File: config.mk
export PLATFORM = sky130hd
export DESIGN_NAME = nal_start_code_scanner
export DESIGN_NICKNAME = d
export VERILOG_FILES = /design/src/design/nscs_pkg.sv /design/src/design/nscs_scanner.sv /design/src/design/nal_start_code_scanner.sv
export SDC_FILE = /design/constraint.sdc
export NUM_CORES = 1
export LEC_CHECK = 0
export BUFFER_PORTS_ARGS = -buffer_cell sky130_fd_sc_hd__buf_4
export CAP_MARGIN = 20
export CORE_UTILIZATION = 40
export DETAILED_ROUTE_END_ITERATION = 8
export GPL_TIMING_DRIVEN = 0
export PLACE_DENSITY = 0.65
export SYNTH_ARGS = -nofsm -noshare
export SYNTH_HDL_FRONTEND = slang
export SYNTH_SLANG_ARGS = --single-unit
File: constraint.sdc
create_clock -name aclk -period 6.7 [get_ports aclk]
set_input_delay 0 -clock aclk [delete_from_list [all_inputs] [get_ports aclk]]
set_output_delay 0 -clock aclk [all_outputs]
set_load 0.02 [all_outputs]
File: src/design/nscs_pkg.sv
// Shared types, constants and helper functions for the NAL start code scanner.
`timescale 1ns / 1ps

package nscs_pkg;

    localparam int OFFSET_BITS = 24;
    localparam int FIELD_W     = 24;
    localparam int SZ_W        = ((OFFSET_BITS > FIELD_W) ? OFFSET_BITS : FIELD_W) + 2;

    localparam int OQ_DEPTH = 4;
    localparam int OQ_AW    = $clog2(OQ_DEPTH);

    localparam logic [1:0] ST_UNIT      = 2'd0;
    localparam logic [1:0] ST_NO_HEADER = 2'd1;
    localparam logic [1:0] ST_SHORT     = 2'd2;
    localparam logic [1:0] ST_NONE      = 2'd3;

    localparam logic [2:0] PFX_SHORT = 3'd3;
    localparam logic [2:0] PFX_LONG  = 3'd4;

    localparam logic [7:0] START_BYTE = 8'h01;

    typedef struct packed {
        logic [1:0]         status;
        logic [FIELD_W-1:0] unit_start;
        logic [2:0]         prefix_size;
        logic [1:0]         ref_idc;
        logic [4:0]         unit_type;
        logic               forbidden_bit_set;
        logic [FIELD_W-1:0] unit_size;
        logic               last;
    } result_t;

    typedef struct packed {
        logic [1:0] push_cnt;
        result_t    first;
        result_t    second;
    } scan_push_t;

    function automatic logic [SZ_W-1:0] widen(input logic [OFFSET_BITS-1:0] v);
        widen = SZ_W'(v);
    endfunction

    function automatic logic [FIELD_W-1:0] sat_size(input logic [SZ_W-1:0] d);
        sat_size = d[SZ_W-1] ? '0 : d[FIELD_W-1:0];
    endfunction

    function automatic result_t make_result(
        input logic [1:0]             status,
        input logic [OFFSET_BITS-1:0] start,
        input logic [2:0]             pfx,
        input logic [7:0]             hdr,
        input logic [FIELD_W-1:0]     size,
        input logic                   last
    );
        result_t r;
        r.status            = status;
        r.unit_start        = FIELD_W'(start);
        r.prefix_size       = pfx;
        r.ref_idc           = hdr[6:5];
        r.unit_type         = hdr[4:0];
        r.forbidden_bit_set = hdr[7];
        r.unit_size         = size;
        r.last              = last;
        make_result = r;
    endfunction

endpackage

File: src/design/nscs_scanner.sv
// Per-byte start code detection, unit tracking and result formation.
`timescale 1ns / 1ps

module nscs_scanner
    import nscs_pkg::*;
(
    input  logic       aclk,
    input  logic       aresetn,
    input  logic       in_fire,
    input  logic [7:0] data_byte,
    input  logic       end_of_packet,
    output scan_push_t push
);

    logic [OFFSET_BITS-1:0] pos_reg;
    logic [2:0]             zero_flags_reg;
    logic                   awaiting_reg;
    logic                   unit_open_reg;
    logic [OFFSET_BITS-1:0] open_start_reg;
    logic [2:0]             open_pfx_reg;
    logic [7:0]             open_hdr_reg;

    logic                   start_code;
    logic [7:0]             hdr_eff;
    logic [OFFSET_BITS-1:0] start3;
    logic [OFFSET_BITS-1:0] start;
    logic [2:0]             pfx;
    logic [FIELD_W-1:0]     close_size;
    logic                   unit_open_next;
    logic [OFFSET_BITS-1:0] open_start_next;
    logic [2:0]             open_pfx_next;
    logic [7:0]             open_hdr_next;
    logic [FIELD_W-1:0]     eop_size;
    result_t                close_res;
    result_t                eop_res;

    always_comb begin
        hdr_eff    = awaiting_reg ? data_byte : open_hdr_reg;
        start_code = (data_byte == START_BYTE) && (zero_flags_reg[1:0] == 2'b11);
        start3     = pos_reg - OFFSET_BITS'(2);
        start      = zero_flags_reg[2] ? (start3 - OFFSET_BITS'(1)) : start3;
        pfx        = zero_flags_reg[2] ? PFX_LONG : PFX_SHORT;
        close_size = sat_size(widen(start) - widen(open_start_reg) - SZ_W'(open_pfx_reg));
        close_res  = make_result(ST_UNIT, open_start_reg, open_pfx_reg, hdr_eff,
                                 close_size, 1'b0);

        unit_open_next  = unit_open_reg | start_code;
        open_start_next = start_code ? start : open_start_reg;
        open_pfx_next   = start_code ? pfx : open_pfx_reg;
        open_hdr_next   = start_code ? 8'h00 : hdr_eff;

        eop_size = sat_size(widen(pos_reg) - widen(open_start_next) - SZ_W'(open_pfx_next));
        if (unit_open_next) begin
            if (start_code) begin
                eop_res = make_result(ST_NO_HEADER, open_start_next, open_pfx_next, 8'h00,
                                      eop_size, 1'b1);
            end else begin
                eop_res = make_result(ST_UNIT, open_start_next, open_pfx_next,
                                      open_hdr_next, eop_size, 1'b1);
            end
        end else if (pos_reg < OFFSET_BITS'(2)) begin
            eop_res = make_result(ST_SHORT, '0, 3'd0, 8'h00, '0, 1'b1);
        end else begin
            eop_res = make_result(ST_NONE, '0, 3'd0, 8'h00, '0, 1'b1);
        end

        push.second = eop_res;
        if (start_code && unit_open_reg) begin
            push.first    = close_res;
            push.push_cnt = end_of_packet ? 2'd2 : 2'd1;
        end else begin
            push.first    = eop_res;
            push.push_cnt = end_of_packet ? 2'd1 : 2'd0;
        end
    end

    always_ff @(posedge aclk) begin
        if (!aresetn) begin
            pos_reg        <= '0;
            zero_flags_reg <= '0;
            awaiting_reg   <= 1'b0;
            unit_open_reg  <= 1'b0;
            open_start_reg <= '0;
            open_pfx_reg   <= PFX_SHORT;
            open_hdr_reg   <= '0;
        end else if (in_fire) begin
            if (end_of_packet) begin
                pos_reg        <= '0;
                zero_flags_reg <= '0;
                awaiting_reg   <= 1'b0;
                unit_open_reg  <= 1'b0;
                open_start_reg <= '0;
                open_pfx_reg   <= PFX_SHORT;
                open_hdr_reg   <= '0;
            end else begin
                pos_reg        <= pos_reg + OFFSET_BITS'(1);
                zero_flags_reg <= {zero_flags_reg[1:0], (data_byte == 8'h00)};
                awaiting_reg   <= start_code;
                unit_open_reg  <= unit_open_next;
                open_start_reg <= open_start_next;
                open_pfx_reg   <= open_pfx_next;
                open_hdr_reg   <= open_hdr_next;
            end
        end
    end

endmodule

File: src/design/nal_start_code_scanner.sv
// Top level of the NAL start code scanner: byte input, scanner and result queue.
// Usage:
// Packet bytes arrive on the s_ channel one request per byte, with s_tlast on the
// final byte of a packet. Each unit found is reported on the m_ channel when the
// next start code closes it or when the packet ends; m_tuser carries the status.
// Every packet produces at least one result, and its final result has m_tlast set.
// A byte is accepted every clock cycle while the four-entry result queue has room
// for two results, so the sustained rate is one byte per cycle; that figure is set
// by the single registered scan step per byte.
// A result is written into the registered result queue by the byte that causes it and
// is shown on the m_ side once earlier results are taken. An end of packet byte that
// closes a unit and opens a headerless one yields two results, queued together.
// When the receiver stalls, results stay queued and s_tready drops once fewer than
// two queue entries are free, so no result is lost.
// A synchronous low aresetn empties the queue and clears all packet state; the
// next byte accepted is taken as the first byte of a new packet.
`timescale 1ns / 1ps

module nal_start_code_scanner
    import nscs_pkg::*;
(
    input  logic        aclk,
    input  logic        aresetn,
    input  logic        s_tvalid,
    output logic        s_tready,
    input  logic [7:0]  s_tdata,   // [7:0] data_byte
    input  logic        s_tlast,   // end_of_packet
    output logic        m_tvalid,
    input  logic        m_tready,
    output logic [63:0] m_tdata,   // unit_start, prefix_size, ref_idc, unit_type,
                                   // forbidden_bit_set, unit_size, zero fill
    output logic [1:0]  m_tuser,   // status
    output logic        m_tlast    // last
);

    scan_push_t        push;
    logic              s_fire;
    logic              m_fire;
    logic [1:0]        push_n;
    result_t           oq_mem [OQ_DEPTH];
    logic [OQ_AW-1:0]  wr_ptr_reg;
    logic [OQ_AW-1:0]  rd_ptr_reg;
    logic [OQ_AW:0]    count_reg;
    logic [OQ_AW:0]    count_next;
    result_t           head;

    assign s_tready = (count_reg <= (OQ_AW+1)'(OQ_DEPTH - 2));
    assign s_fire   = s_tvalid && s_tready;
    assign m_tvalid = (count_reg != '0);
    assign m_fire   = m_tvalid && m_tready;
    assign push_n   = s_fire ? push.push_cnt : 2'd0;

    nscs_scanner u_scanner (
        .aclk          (aclk),
        .aresetn       (aresetn),
        .in_fire       (s_fire),
        .data_byte     (s_tdata),
        .end_of_packet (s_tlast),
        .push          (push)
    );

    always_ff @(posedge aclk) begin
        if (push_n != 2'd0) begin
            oq_mem[wr_ptr_reg] <= push.first;
        end
        if (push_n == 2'd2) begin
            oq_mem[wr_ptr_reg + OQ_AW'(1)] <= push.second;
        end
    end

    assign count_next = count_reg + (OQ_AW+1)'(push_n) - (OQ_AW+1)'(m_fire);

    always_ff @(posedge aclk) begin
        if (!aresetn) begin
            wr_ptr_reg <= '0;
            rd_ptr_reg <= '0;
            count_reg  <= '0;
        end else begin
            wr_ptr_reg <= wr_ptr_reg + OQ_AW'(push_n);
            rd_ptr_reg <= rd_ptr_reg + OQ_AW'(m_fire);
            count_reg  <= count_next;
        end
    end

    assign head    = oq_mem[rd_ptr_reg];
    assign m_tdata = {5'b0, head.unit_size, head.forbidden_bit_set, head.unit_type,
                      head.ref_idc, head.prefix_size, head.unit_start};
    assign m_tuser = head.status;
    assign m_tlast = head.last;

    // The queue never holds more results than it has entries.
    a_queue_bound: assert property (@(posedge aclk) disable iff (!aresetn)
        count_reg <= (OQ_AW+1)'(OQ_DEPTH))
        else $error("result queue overflow");

    // Two results from one byte happen only on the final byte of a packet.
    a_double_on_last: assert property (@(posedge aclk) disable iff (!aresetn)
        s_fire && (push.push_cnt == 2'd2) |-> s_tlast)
        else $error("two results from a byte that does not end the packet");

    // The end of a packet always leaves a result waiting in the next cycle.
    a_eop_result: assert property (@(posedge aclk) disable iff (!aresetn)
        s_fire && s_tlast |=> m_tvalid)
        else $error("packet ended without a result");

endmodule
==> results, run 1 <==
- After synthesis the cells add up to 19,900 um2.
- The mean number of vias per cell is 6.06.
- Dividing the detail-routed wire length by the instance count gives 23.6 um.
- Entering global routing, the biggest net connects 44 pins.
- The flip-flop count of the largest register, all copies and words added is 248.
- The TritonCTS clock tree is done.
- The number of I/O port buffers is 76.
- Detailed placement finished with a half-perimeter wire length of a little under 50 mm.
- The first global-routing pass estimated 97.1 mm of wire.
- The data arrival at the endpoint of the critical path is 6.92 ns.
- Counting flops with a built-in enable in the synthesized netlist gives 244.
- The placed cell count is 2,680.
- The worst hold path passes through 4 cells.
- The share of async-settable or async-resettable flops after synthesis is 0%.
- The clock period minus worst slack is ~6.6 ns.
- The remaining routing DRC violations is 0.
- The startpoint identified for the worst hold timing path is s_tdata[1].
- The first routing iteration left ~1,700 violations.
- STA classifies the critical path startpoint as a register.
- The classification of the worst setup path is reg -> reg.
- The final non-filler cell total is 2,760.
- The number of warnings reported in the yosys synthesis log is 0.
- The via count of the first global-routing pass is 16,400.
- Headroom to the max-slew limit came out at 22.6%.
- The prevailing post-synth register cell is edfxtp_1.
- The register-to-register setup slack is 0.15 ns.
- The max-slew violation count came to 0.
- TritonCTS created 35 clock buffers.
- The flow ran to the end, and the final reports show no timing, DRC or antenna violations.
- By count the netlist is led by 244 x edfxtp_1, 192 x nand2_1, 156 x nor2_1.
- The remaining global-route overflow is 0.
- The area added between synthesis and finish is 16.6%.
- The final layout contains 2,153 nets.
- Sequential elements use 44.3% of the synthesized area.
- The cell sitting at the root of the clock tree is a clkbuf_16.
- The wire length reported by the detailed router is 65.0 mm.
- The clock slew at the register clock pins of the worst setup and hold paths is approximately 0.060 ns.
- The buffer levels on the longest clock path is 3.
- The count of TritonRoute iterations in the first routing pass is 6.
- The clock latency reported for the late side of the worst-skew pair is 0.54 ns.
- The routed layout has 16,700 vias.
- STA classifies the critical path endpoint as a register.
- The number of setup violations in the final report is 0.
- The initial antenna violation count is 2.
- In the final layout, the share of cells above drive strength 1 is between 15 and 20%.
- At the end of routability-driven placement, the weighted congestion stood at 0.952.
- The end of the worst register-to-register path is oq_mem[3][14].
- Once the floorplan was initialized, standard cells occupied 40.6% of the core.
- The minimum setup slack after placement is -0.926 ns.
- Setup repair after global routing could not meet its margin everywhere.
- Sorting the synthesized cells by area gives the leading types as edfxtp_1 37%, dfxtp_1 7.5%, mux4_2 7.0%, ha_1 4.1%, nand2_1 3.6%.
- The floorplan die height is 225 um.
- In this run, distinct cell masters in the synthesized netlist total 95.
- The leakage power summed over all cells is around 8 nW.
- After technology mapping, the gate count stands at 1,924.
- VDD sags by at most ~140 uV.
- Counting flops and latches in the post-synthesis netlist gives 319.
- The leading cell type by number of instances after synthesis is edfxtp_1.
- The worst flop-to-flop path startpoint is u_scanner.pos_reg[1].
- The count of clock tree sinks is about 320.
- Power spread over the standard cell area amounts to 244 nW/um2.
- The overall die area is 50,700 um2.
- The final-layout setup total negative slack is 0 ns.
- Once layout is complete, the utilization of the core stands at between 40% and 50%.
- The number of failing hold endpoints at the final stage is 0.
- For the worst flop-to-flop path, the logic depth is 24.
- The placement row count is 81.
- The standard cell area after detailed placement is 21,600 um2.
- The fmax is 153 MHz.
- In the post-route analysis, the smallest setup slack over all paths is 0.149 ns.
- The post-detailed-route count of antenna-violating nets is 0.
- The core outline area is 49,100 um2.
- The synthesized design spends more area on one cell type than any other, namely edfxtp_1.
- Of the post-synthesis cell area, the dominant cell type holds between 30 and 40%.
- The number of H-tree levels is 2.
- After layout, the worst path uses 97.8% of the clock period.
- The count of pins on the block boundary is 82.
- The largest fanout on the critical path is 12.
- The final cell area excluding filler cells is 23,200 um2.
- Max-cap violations in this run came to 0.
- The filler cells instantiated in the layout total approximately 4,600.
- The data required time at the worst endpoint is just over 7 ns.
- Between clock sinks in the finished design, the worst skew comes to 0.0213 ns.
- The measured slew at the worst slew-check pin is 1.16 ns.
- For hold timing, the worst endpoint is u_scanner.open_hdr_reg[1].
- The path type of the worst min-delay path is in -> reg.
- The mean instance size in the synthesized netlist is 10.4 um2.
- The worst hold margin is between 0.3 and 0.4 ns.
- The width of the chip is 225 um.
- Total power for the finished layout comes to between 5 and 6 mW.
- The total routing usage reported by global routing is 25.3%.
[area by class of cell]
class	count	area [um2]	area share, %
Antenna cell	1	2.50	0.0108
Buffer	116	510	2.20
Clock buffer	44	961	4.14
Clock inverter	19	180	0.775
Inverter	65	244	1.05
Multi-Input combinational cell	1425	10700	46.2
Sequential cell	319	8830	38.0
Tap cell	664	831	3.58
Timing Repair Buffer	107	933	4.02
[cell families (layout without fill, tap and decap cells)]
family	after synthesis	count (layout)	share of synthesized area [%]
buf+inv	184	351	3.77
other cells	1	6	0.0188
simple gates	597	597	14.6
flops	319	319	44.3
fa+ha+maj	71	71	4.65
xor+xnor	124	124	5.52
mux	94	94	8.68
compound gates	534	534	18.5
[report_power, final]
| group | internal (mW) | total (mW) | switching (mW) |
|---|---|---|---|
| clock network | 1.14 | 1.95 | 0.812 |
| registers | 2.19 | 2.23 | 0.0371 |
| logic | 0.617 | 1.49 | 0.873 |
[metal layers]
metal	GRT usage [%]	part of all wire, %
met1	32.5	40
met3	3.61	7.8
met5	0	0
met2	42.5	48
met4	11.1	4.3
[how the worst max path moves through the flow]
stage | end | slack, ns | start
2_1_floorplan | oq_mem[0][10] | 0.90 | u_scanner.pos_reg[1]
3_3_place_gp | oq_mem[1][14] | -0.78 | u_scanner.pos_reg[1]
4_1_cts | oq_mem[0][14] | 0.02 | u_scanner.pos_reg[2]
3_5_place_dp | oq_mem[0][14] | -0.93 | u_scanner.pos_reg[1]
6_report | oq_mem[3][14] | 0.15 | u_scanner.pos_reg[1]
5_1_grt | oq_mem[3][11] | -0.08 | u_scanner.pos_reg[1]
[worst max-delay path, stage by stage, from the launching register on]
cell,delay [ns]
dfxtp_4,0.44
inv_1,0.10
ha_1,0.30
or2_2,0.30
a21oi_1,0.24
o311ai_2,0.19
a2111oi_4,0.37
buf_4,0.18
nand2_2,0.09
or4_4,0.54
a21oi_2,0.19
xor2_2,0.29
ha_1,0.29
clkbuf_1,0.19
o21a_1,0.22
o22ai_1,0.14
o21ba_2,0.20
or3_1,0.34
o21a_1,0.23
o311ai_2,0.34
nor2_1,0.15
a31oi_4,0.35
nand2_1,0.25
clkbuf_4,0.28
o22ai_1,0.17
[timing repair]
item	in CTS	in global routing
hold buffers	12	0
pin swaps	1	10
setup buffers	1	6
gates cloned	0	0
endpoints found under the hold margin	21	0
resized for setup	22	57
setup endpoints to repair	96	96
[cells in the final DEF, fill, tap and decap left out, types with 63 or more instances in the layout]
cell	netlist	routed
inv_1	64	64
nand2_1	192	186
o21ai_0	106	101
xnor2_1	73	63
clkbuf_1	75	76
dfxtp_1	75	73
a21oi_1	74	72
buf_4	6	92
edfxtp_1	244	244
nor2_1	156	154
o22ai_1	98	97
a22o_1	76	76
(Power assumes the default switching activity.)
==> run 2: changes to the inputs <==
--- a/config.mk
+++ b/config.mk
@@ -7,10 +7,12 @@
 export LEC_CHECK = 0
 export BUFFER_PORTS_ARGS = -buffer_cell sky130_fd_sc_hd__buf_4
 export CAP_MARGIN = 20
+export CELL_PAD_IN_SITES_DETAIL_PLACEMENT = 1
+export CELL_PAD_IN_SITES_GLOBAL_PLACEMENT = 1
 export CORE_UTILIZATION = 40
 export DETAILED_ROUTE_END_ITERATION = 8
 export GPL_TIMING_DRIVEN = 0
-export PLACE_DENSITY = 0.65
+export PLACE_DENSITY = 0.76
 export SYNTH_ARGS = -nofsm -noshare
 export SYNTH_HDL_FRONTEND = slang
 export SYNTH_SLANG_ARGS = --single-unit
==> results, run 2 (synthesized netlist as in run 1, its figures left out) <==
- The post-detailed-route count of antenna-violating nets is 0 (unchanged).
- The end of the worst register-to-register path is oq_mem[0][23].
- The data required time at the worst endpoint is 7.08 ns (+0.02 ns).
- The clock slew at the register clock pins of the worst setup and hold paths came to 0.06 ns (about the same).
- The worst hold path belongs to the class in -> reg.
- The core outline area is 49,100 um2 (unchanged).
- The number of instances on the worst hold path is 3 (-1).
- The maximum vdd drop is 145 uV (+0.57%).
- The top cell types in the final layout, fill and taps aside, are 244 x edfxtp_1, 184 x nand2_1, 155 x nor2_1, 101 x o21ai_0.
- The wire length reported by the detailed router was 72.5 mm (+11%).
- The flip-flop count of the largest register, all copies and words added is 248 (unchanged).
- The remaining global-route overflow is 0 (unchanged).
- The startpoint identified for the worst register-to-register timing path is u_scanner.pos_reg[1].
- The worst-case reg-to-reg path depth is 22 (-8.3%).
- The clock latency reported for the late side of the worst-skew pair is 0.56 ns (+0.02 ns).
- The worst setup path is launched from a register.
- The standard cell area after detailed placement is 21,600 um2 (about the same).
- The post-layout utilization of the core is 47.8% (+0.46 points).
- The largest fanout on the critical path is 12 (unchanged).
- The remaining routing DRC violations is 0 (unchanged).
- The startpoint of the most critical hold path is aresetn.
- The number of buffers created by CTS came to 36 (+2.9%).
- The number of violations of the max-capacitance limit is 0 (unchanged).
- The root buffer cell chosen for the clock tree is clkbuf_16.
- The mean number of vias per cell came to 6.21 (+2.5%).
- The initial antenna violation count is 0 (-2).
- The fmax is 154 MHz (+1.2%).
- The final cell area excluding filler cells is 23,500 um2 (+0.96%).
- The clock period minus worst slack is 6.48 ns (-0.0763 ns).
- The part of the cycle the worst path needs is 96.6% (-1.1 points).
- The area taken by flip-flops and latches is 8830 um2 (unchanged).
- The count of TritonRoute iterations in the first routing pass came to 5 (-1).
- The number of I/O port buffers is 76 (unchanged).
- The flow ran to the end, and the final reports show no timing, DRC or antenna violations.
- The weighted congestion at the end of routability-driven global placement is 0.945 (-0.68%).
- The initial cell density of the core is 40.6% (unchanged).
- The number of H-tree levels is 2 (unchanged).
- The placement row count came to 81 (unchanged).
- The register-to-register setup slack is 0.22 ns (+0.08 ns).
- The floorplan die height came to 225 um (unchanged).
- The power density over the cells is 253 nW/um2 (+3.7%).
- The footprint of the multi-input gates came to 10,800 um2 (+0.80%).
- The max-slew violation count came to 0 (unchanged).
- The width of the chip is 225 um (unchanged).
- The measured slew at the worst slew-check pin is 1.09 ns (-0.0701 ns).
- The critical path is of the reg -> reg type.
- The share of layout cells above drive strength 1 was 18.0% (+0.93 points).
- The number of failing hold endpoints at the final stage is 0 (unchanged).
- The total routing usage reported by global routing is 28.4% (+3.0 points).
- The leakage power summed over all cells is 8.19 nW (+1.5%).
- Setup repair after global routing left no endpoint under its margin.
- The fill cell instance count of the final layout is 5,403 (+18%).
- The endpoint of the worst hold path is u_scanner.open_pfx_reg[2].
- The count of nets after finishing came to 2,154 (+0.046%).
- The data arrival at the endpoint of the critical path is 6.86 ns (-0.06 ns).
- The count of pins on the block boundary is 82 (unchanged).
- The detailed placer's ending HPWL was 53.8 mm (+9.9%).
- The number of diodes was 0 (-1).
- The maximum number of pins on one net before global-route repair is 44 (unchanged).
- TritonCTS built the clock tree.
- Leaving out fill and tap cells, the most frequent cell in the layout is edfxtp_1.
- The worst hold margin is 0.0278 ns (-0.284 ns).
- The count of clock tree sinks was 319 (unchanged).
- The via count is 17,200 (+2.6%).
- The violation count after the first detailed-route iteration is 1,766 (+6.3%).
- The detailed-route wire length per cell is 26.2 um (+11%).
- The area added between synthesis and finish is 17.7%.
- The wire length of the first global-routing pass is 108 mm (+11%).
- The setup skew after layout is 0.0303 ns (+0.00895 ns).
- The buffer levels on the longest clock path came to 3 (unchanged).
- The overall die area is 50,700 um2 (unchanged).
- The via count of the first global-routing pass is 17,500 (+6.8%).
- The sort of element at the end of the critical path is a register.
- The normalized max-slew margin was 27.4% (+4.8 points).
- The number of setup violations in the final report is 0 (unchanged).
run 2: changes by cell type in the layout (fill, tap and decap cells not counted), sizes merged:
| cell | before | now |
|---|---|---|
| buf | 135 | 142 |
| bufinv | 3 | 7 |
| clkbuf | 120 | 114 |
| clkinv | 16 | 12 |
| clkinvlp | 0 | 3 |
| diode | 1 | 0 |
| dlygate4sd3 | 12 | 10 |
| inv | 65 | 66 |
run 2: routing by layer:
layer	track usage, %	up-vias	routed length [um]
met1	36.8	8707	29600
met4	10.8	0	2740
met2	48.4	706	35500
li1	-	7583	-
met3	3.25	161	4720
met5	0	-	0
run 2: stage by stage:
stage	power, mW	setup TNS (ns)	worst slack [ns]	cells
2_1_floorplan	3.17	0	0.903	1928
3_3_place_gp	3.71	-193.60	-1.05	2668
3_5_place_dp	3.77	-104.85	-1.27	2679
4_1_cts	5.94	0	0.0101	2757
5_1_grt	6.09	0	0.0208	2762
6_report	5.94	0	0.225	2762
run 2: worst max-delay path: stages (launching register included):
cell and delay (ns):
dfxtp_4 0.44, inv_1 0.10, ha_2 0.24, xnor2_1 0.25
and4_1 0.23, clkbuf_1 0.28, a31oi_1 0.13, o21ai_0 0.21
xor2_1 0.30, mux2i_2 0.24, ha_1 0.35, a211oi_2 0.42
o21bai_1 0.27, or3_1 0.41, o211ai_1 0.34, buf_4 0.18
nand4_1 0.17, or3_1 0.40, clkbuf_1 0.19, nor4_1 0.28
xnor2_1 0.38, nand2_1 0.25, o22ai_1 0.23
run 2: area by class of cell:
class / count / share of cell area (%)
flip-flops and latches: 319 / 37.7
inverters: 65 / 1.04
clock inverters: 23 / 1.40
repair buffers: 109 / 4.02
plain buffers: 114 / 2.16
clock buffers: 43 / 4.04
well taps: 664 / 3.54
multi-input cells: 1425 / 46.1
run 2: how the worst max path moves through the flow:
stage	to	cells past startpoint	slack, ns	from
after floorplan	oq_mem[0][10]	24	0.90	u_scanner.pos_reg[1]
after global placement	oq_mem[1][14]	24	-1.05	u_scanner.pos_reg[1]
after detailed placement	oq_mem[3][4]	24	-1.27	u_scanner.pos_reg[1]
after CTS	oq_mem[1][14]	22	0.01	u_scanner.pos_reg[1]
after global routing	oq_mem[0][23]	23	0.02	u_scanner.pos_reg[5]
final	oq_mem[0][23]	22	0.22	u_scanner.pos_reg[1]
run 2: repair_timing:
| action | in CTS | in global routing |
|---|---|---|
| buffers inserted | 5 | 5 |
| pin swaps | 4 | 7 |
| setup endpoints to repair | 96 | 96 |
| gates resized for setup | 50 | 51 |
| hold endpoints to repair | 20 | 0 |
| hold buffers | 10 | 0 |
run 2: report_power, final:
| group | internal (mW) | leakage (nW) | switching [mW] | total [mW] |
|---|---|---|---|---|
| Combinational | 0.617 | 4.61 | 0.915 | 1.53 |
| Sequential | 2.19 | 2.97 | 0.0411 | 2.24 |
| Clock | 1.29 | 0.610 | 0.876 | 2.17 |
